## src/lbp_pkg.sv

```systemverilog
package lbp_pkg;

	localparam int LevelW  = 7;
	localparam int PeriodW = 8;
	localparam int SlotW   = 7;
	localparam int CfgIdxW = 2;
	localparam int CfgDataW = 8;

	localparam logic [SlotW-1:0]  PeriodTicks = 7'd100;
	localparam logic [LevelW-1:0] LevelTop    = 7'd100;

	localparam logic [CfgIdxW-1:0] RegLevelMin  = 2'd0;
	localparam logic [CfgIdxW-1:0] RegLevelMax  = 2'd1;
	localparam logic [CfgIdxW-1:0] RegPeriodsPl = 2'd2;

	localparam logic [LevelW-1:0] LevelMinRst  = 7'd0;
	localparam logic [LevelW-1:0] LevelMaxRst  = 7'd100;
	localparam logic [PeriodW-1:0] PeriodsPlRst = 8'd10;

	localparam logic [SlotW-1:0] GammaRom [0:100] = '{
		7'd0,   7'd0,   7'd0,   7'd0,   7'd0,   7'd0,   7'd0,   7'd1,   7'd1,   7'd1,
		7'd1,   7'd1,   7'd2,   7'd2,   7'd2,   7'd3,   7'd3,   7'd4,   7'd4,   7'd5,
		7'd5,   7'd6,   7'd7,   7'd8,   7'd9,   7'd10,  7'd11,  7'd12,  7'd13,  7'd14,
		7'd15,  7'd16,  7'd18,  7'd19,  7'd21,  7'd22,  7'd24,  7'd25,  7'd27,  7'd29,
		7'd31,  7'd33,  7'd35,  7'd37,  7'd39,  7'd41,  7'd43,  7'd46,  7'd48,  7'd51,
		7'd53,  7'd56,  7'd59,  7'd61,  7'd64,  7'd67,  7'd70,  7'd73,  7'd76,  7'd79,
		7'd82,  7'd85,  7'd88,  7'd91,  7'd94,  7'd97,  7'd100, 7'd100, 7'd100, 7'd100,
		7'd100, 7'd100, 7'd100, 7'd100, 7'd100, 7'd100, 7'd100, 7'd100, 7'd100, 7'd100,
		7'd100, 7'd100, 7'd100, 7'd100, 7'd100, 7'd100, 7'd100, 7'd100, 7'd100, 7'd100,
		7'd100, 7'd100, 7'd100, 7'd100, 7'd100, 7'd100, 7'd100, 7'd100, 7'd100, 7'd100,
		7'd100
	};

	// saturate levels above the top of the table
	function automatic logic [SlotW-1:0] gamma_lookup(input logic [LevelW-1:0] lvl);
		logic [LevelW-1:0] idx;
		idx = (lvl > LevelTop) ? LevelTop : lvl;
		return GammaRom[idx];
	endfunction

endpackage

```

## src/led_breathing_pwm.sv

```systemverilog
// Channel   Dir  Width  Contents
// s_axis    in   8      tdata[0] advance, [7:1] zero
// m_axis    out  16     tdata[0] led_on, [7:1] level, [8] fading_out, [15:9] zero
// cfg       in   2/8    cfg_we, cfg_index, cfg_wdata (no read-back)
//
// One result per input transfer, registered in the cycle after the transfer; a
// transfer can be taken in every cycle that m_axis does not stall the single output register.
// The output register takes a new result while the current one is being taken.
// Reset clears the counters, starts fade-in at level_min and loads register
// defaults. A stall on m_axis holds s_tready low once the output register is full.
module led_breathing_pwm (
	input  logic        clk,
	input  logic        arst_n,
	input  logic        s_tvalid,
	output logic        s_tready,
	input  logic [7:0]  s_tdata,   // [0] advance
	output logic        m_tvalid,
	input  logic        m_tready,
	output logic [15:0] m_tdata,   // [0] led_on, [7:1] level, [8] fading_out
	input  logic        cfg_we,
	input  logic [lbp_pkg::CfgIdxW-1:0]  cfg_index,
	input  logic [lbp_pkg::CfgDataW-1:0] cfg_wdata
);

	localparam int LW = lbp_pkg::LevelW;
	localparam int PW = lbp_pkg::PeriodW;
	localparam int SW = lbp_pkg::SlotW;

	logic [LW-1:0] level_min_q, level_max_q;
	logic [PW-1:0] ppl_q;

	logic [SW-1:0] slot_q, slot_n;
	logic [PW-1:0] period_q, period_n;
	logic [LW-1:0] cur_q, cur_n;
	logic          down_q, down_n;
	logic          hold_q, hold_n;

	logic          out_valid_q;
	logic [15:0]   out_data_q;

	logic          s_xfer;
	logic [SW:0]   slot_inc;
	logic [PW:0]   period_inc;
	logic [PW-1:0] ppl_eff;
	logic [LW:0]   cur_inc;
	logic [LW-1:0] shown;
	logic          led;

	assign s_tready = !out_valid_q || m_tready;
	assign s_xfer   = s_tvalid && s_tready;
	assign m_tvalid = out_valid_q;
	assign m_tdata  = out_data_q;

	always_ff @(posedge clk or negedge arst_n) begin
		if (!arst_n) begin
			level_min_q <= lbp_pkg::LevelMinRst;
			level_max_q <= lbp_pkg::LevelMaxRst;
			ppl_q       <= lbp_pkg::PeriodsPlRst;
		end else if (cfg_we) begin
			case (cfg_index)
				lbp_pkg::RegLevelMin:  level_min_q <= cfg_wdata[LW-1:0];
				lbp_pkg::RegLevelMax:  level_max_q <= cfg_wdata[LW-1:0];
				lbp_pkg::RegPeriodsPl: ppl_q       <= cfg_wdata[PW-1:0];
				default: ;
			endcase
		end
	end

	always_comb begin
		slot_n     = slot_q;
		period_n   = period_q;
		cur_n      = cur_q;
		down_n     = down_q;
		hold_n     = hold_q;
		slot_inc   = {1'b0, slot_q} + 1'b1;
		period_inc = {1'b0, period_q} + 1'b1;
		cur_inc    = {1'b0, cur_q} + 1'b1;
		ppl_eff    = (ppl_q == '0) ? PW'(1) : ppl_q;
		if (s_tdata[0]) begin
			slot_n = slot_inc[SW-1:0];
			if (slot_inc >= {1'b0, lbp_pkg::PeriodTicks}) begin
				slot_n   = '0;
				period_n = period_inc[PW-1:0];
				if (period_inc >= {1'b0, ppl_eff}) begin
					period_n = '0;
					if (hold_q) begin
						// start the opposite phase
						down_n = !down_q;
						if (down_q) begin
							cur_n  = level_min_q;
							hold_n = level_min_q >= level_max_q;
						end else begin
							cur_n  = level_max_q;
							hold_n = level_max_q <= level_min_q;
						end
					end else if (!down_q) begin
						if (cur_inc >= {1'b0, level_max_q})
							hold_n = 1'b1;
						cur_n = cur_inc[LW-1:0];
					end else begin
						if (cur_q == '0 || (cur_q - 1'b1) <= level_min_q) begin
							hold_n = 1'b1;
							if (cur_q != '0)
								cur_n = cur_q - 1'b1;
						end else begin
							cur_n = cur_q - 1'b1;
						end
					end
				end
			end
		end
		shown = hold_n ? (down_n ? level_min_q : level_max_q) : cur_n;
		led   = slot_n < lbp_pkg::gamma_lookup(shown);
	end

	always_ff @(posedge clk or negedge arst_n) begin
		if (!arst_n) begin
			slot_q      <= '0;
			period_q    <= '0;
			cur_q       <= lbp_pkg::LevelMinRst;
			down_q      <= 1'b0;
			hold_q      <= lbp_pkg::LevelMinRst >= lbp_pkg::LevelMaxRst;
			out_valid_q <= 1'b0;
		end else begin
			if (s_xfer) begin
				slot_q      <= slot_n;
				period_q    <= period_n;
				cur_q       <= cur_n;
				down_q      <= down_n;
				hold_q      <= hold_n;
				out_valid_q <= 1'b1;
			end else if (m_tready) begin
				out_valid_q <= 1'b0;
			end
		end
	end

	always_ff @(posedge clk) begin
		if (s_xfer)
			out_data_q <= {7'd0, down_n, shown, led};
	end

endmodule

```

## config.mk

```make
export PLATFORM = sky130hd
export DESIGN_NAME = led_breathing_pwm
export DESIGN_NICKNAME = d
export VERILOG_FILES = /design/src/lbp_pkg.sv /design/src/led_breathing_pwm.sv
export SDC_FILE = /design/constraint.sdc
export NUM_CORES = 1
export LEC_CHECK = 0
export BUFFER_PORTS_ARGS = -buffer_cell sky130_fd_sc_hd__buf_4
export CORE_MARGIN = 4
export CORE_UTILIZATION = 50
export DETAILED_ROUTE_END_ITERATION = 8
export GPL_ROUTABILITY_DRIVEN = 0
export PLACE_DENSITY = 0.73
export SYNTH_ARGS = -nofsm -noshare
export SYNTH_HDL_FRONTEND = slang
export SYNTH_SLANG_ARGS = --single-unit
```

## constraint.sdc

```tcl
create_clock -name clk -period 5.9 [get_ports clk]
set_input_delay 0.59 -clock clk [delete_from_list [all_inputs] [get_ports clk]]
set_output_delay 0.59 -clock clk [all_outputs]
set_load 0.1 [all_outputs]
```

==> results.yml <==
global_routing:
  grt_pass1_wl_mm: 26.0
  grt_overflow: 0
  grt_pass1_vias: 5208
  grt_max_degree: 48
  grt.total_usage: 0.246
  antenna_found_initial: 0
critical_path:
  critical_path_class: "register to register"
  arrival_ns: 6.11
  startpoint: "period_q[0]"
  cp_max_fo: 6
  end_kind: "register"
  cp-endpoint: "m_tdata[0]"
  cp-start-kind: "register"
  r2r-start: "period_q[0]"
  cp.required_ns: 5.97
  r2r_setup_slack_ns: -0.15
  r2r_end: "m_tdata[0]"
  reg2reg_depth: 25
timing:
  fmax_mhz: 165
  skew_ns: 0.0164
  worst_slack_ns: -0.145
  tightest_slew_ns: 0.765
  setup_viol: 1
  finalHoldViolations: 0
  drv_slew: 0
  grt_setup_unrepaired: "yes"
  min_period_ns: 6.05
  relSlewSlack: 0.489
  fin_crit_sh: 1.02
clocking:
  cts.sinks: 56
  insertion_delay_ns: 0.33
  path_clk_slew_ns: 0.12
  h-tree-depth: 2
  tritoncts: "done"
  ctsLongestPathBuffers: 2
  clockRootBuffer: "clkbuf_8"
  numCtsBuffers: 5
placed_design:
  dp.cells: 825
  port_buffers: 26
  pre_cts_slack_ns: -0.233
  place_area_um2: 6130
  dpl.hpwl_mm: 11.7
die:
  rows: 37
  fp.dieW_um: 113
  core_area_um2: 10500
  fp.dieH_um: 113
  start_util: 0.522
  die_area_um2: 12700
  ios: 41
synth:
  synth_edf_count: 9
  ys_top_cells_by_count: "nand2_1 (83), o21ai_0 (49), ha_1 (46)"
  ys_types: 100
  netlist.area_leader.share: 0.192
  ys.flop_type: "dfrtp_1"
  syn-cell-area_um2: 5490
  syn_avg_cell_area_um2: 8.70
  synth_top_area_cell: "dfrtp_1"
  ys_ff_latch: 56
  yosysMostFrequentCell: "nand2_1"
  yosysWarnings: 0
  netlist_instances: 631
  synth_area_leaders: "dfrtp_1 (19%), ha_1 (10%), nand2_1 (5.7%)"
  yosysSeqAreaShare: 0.265
  synthArstFlopShare: 0.839
final_layout:
  num_antenna_cells: 0
  post-route-util: 0.662
  nets: 796
  areaGrowthSynthToFinish_pct: 26.7
  drive_above_1_share: 0.361
  final_cell_area_um2: 6950
  layout.cells.non_filler: 864
drt:
  drt_iter0_drc: 683
  wl_per_cell_um: 19.8
  ant_nets: 0
  drt_wl_total_mm: 17.1
  first_pass_iters: 6
  vias: 5571
  avgViaCountPerCell: 6.45
  drc: 0
power_and_ir_drop:
  power.leakage_uw: 0.00310
  power_density_nw_per_um2: 218
  peakVddDrop_mv: 0.154
flow_run:
  drv_cap: 0
run_status:
  status: "finished, violations left"
  violations: "negative setup slack"
min_path:
  hold_class: "input port to async pin"
## what timing repair did
action	4_1_cts	5_1_grt
resized for setup	22	75
endpoints found under the setup margin	1	1
hold buffers	0	0
pin swaps	13	46
setup buffers	16	15
## per-layer routing
metal  wire, µm  global-route usage
met1       6980               0.342
met2       8200               0.401
met3       1530              0.0283
met4        393              0.0777
met5          0                   0
## flip-flops by register name (all words and copies together), names as in the netlist
signal,flops
level_min_q,7
down_q,1
level_max_q,7
hold_q,1
m_tvalid,1
slot_q,7
m_tdata,9
period_q,8
cur_q,7
ppl_q,8
## stage by stage
| stage | TNS, ns | power (µW) | hold WS, ns |
|---|---|---|---|
| after floorplan | 0 | 993 | 0.294 |
| after global placement | -0.159 | 1150 | 0.497 |
| after detailed placement | -0.233 | 1190 | 0.503 |
| after CTS | 0 | 1440 | 0.290 |
| after global routing | -0.329 | 1600 | 0.307 |
| final | -0.145 | 1520 | 0.260 |
## logic make-up after synthesis
kind of cell    share of synthesized area
simple gates                        0.203
compound gates                      0.238
buf+inv                            0.0679
flops                               0.265
fa+ha+maj                           0.105
mux                                0.0917
xor+xnor                           0.0290
other cells                      0.000683
## critical path: stages, from the launching register on
cell	delay [ns]
dfrtp_1	0.43
and3_4	0.21
and3_4	0.19
and3_4	0.22
xor2_4	0.21
ha_4	0.23
and3_4	0.17
a221oi_4	0.32
o211a_4	0.32
nor3_4	0.09
xnor2_4	0.28
buf_6	0.17
mux2i_2	0.24
mux2_4	0.25
inv_8	0.05
nor3_4	0.34
mux2_4	0.23
a21boi_2	0.05
a211o_1	0.33
ha_1	0.29
o21a_1	0.12
nor2_1	0.05
o21a_1	0.22
or3_1	0.38
a311oi_2	0.25
a22oi_1	0.12
## worst min path at each step
stage                          end  slack, ns  cells past startpoint
floorplan                 cur_q[0]       0.29                      0
global placement          ppl_q[2]       0.50                      1
detailed placement        ppl_q[2]       0.50                      1
CTS                 level_max_q[4]       0.29                      1
global route              ppl_q[7]       0.31                      1
finish              level_max_q[4]       0.26                      1
## cell type report
class / count / area [µm²]
multi-input cells: 505 / 4140
fillers: 793 / 3560
flip-flops and latches: 56 / 1460
repair buffers: 117 / 921
well taps: 136 / 170
inverters: 42 / 169
clock buffers: 5 / 68.8
clock inverters: 3 / 26.3
## power breakdown
group	switching, µW	leakage, µW	internal, µW	total (µW)
Combinational	435	0.00237	314	749
Sequential	82.5	0.000679	451	534
Clock	144	0.0000491	87.9	232
Total	662	0.00310	853	1520
## cell usage in the layout (no fill, tap or decap), types with 6 or more instances in the layout
cell type    n
nor2_1      25
mux2i_1     16
ha_1        38
a21oi_1     21
nand2_1     78
nor3_1       9
xnor2_1      6
a211oi_1     6
dfrtp_1     39
nor2_4       6
nand3_1     17
o21ai_0     45
buf_6        8
o21a_1       7
conb_1       7
mux2_2      23
o21ai_1      6
inv_1       37
and3_1       7
ha_4         6
edfxtp_1     9
a31oi_1      6
buf_4      108
nand4_1      7
a21o_1      11
No activity file was read; power rests on OpenSTA's default activity.
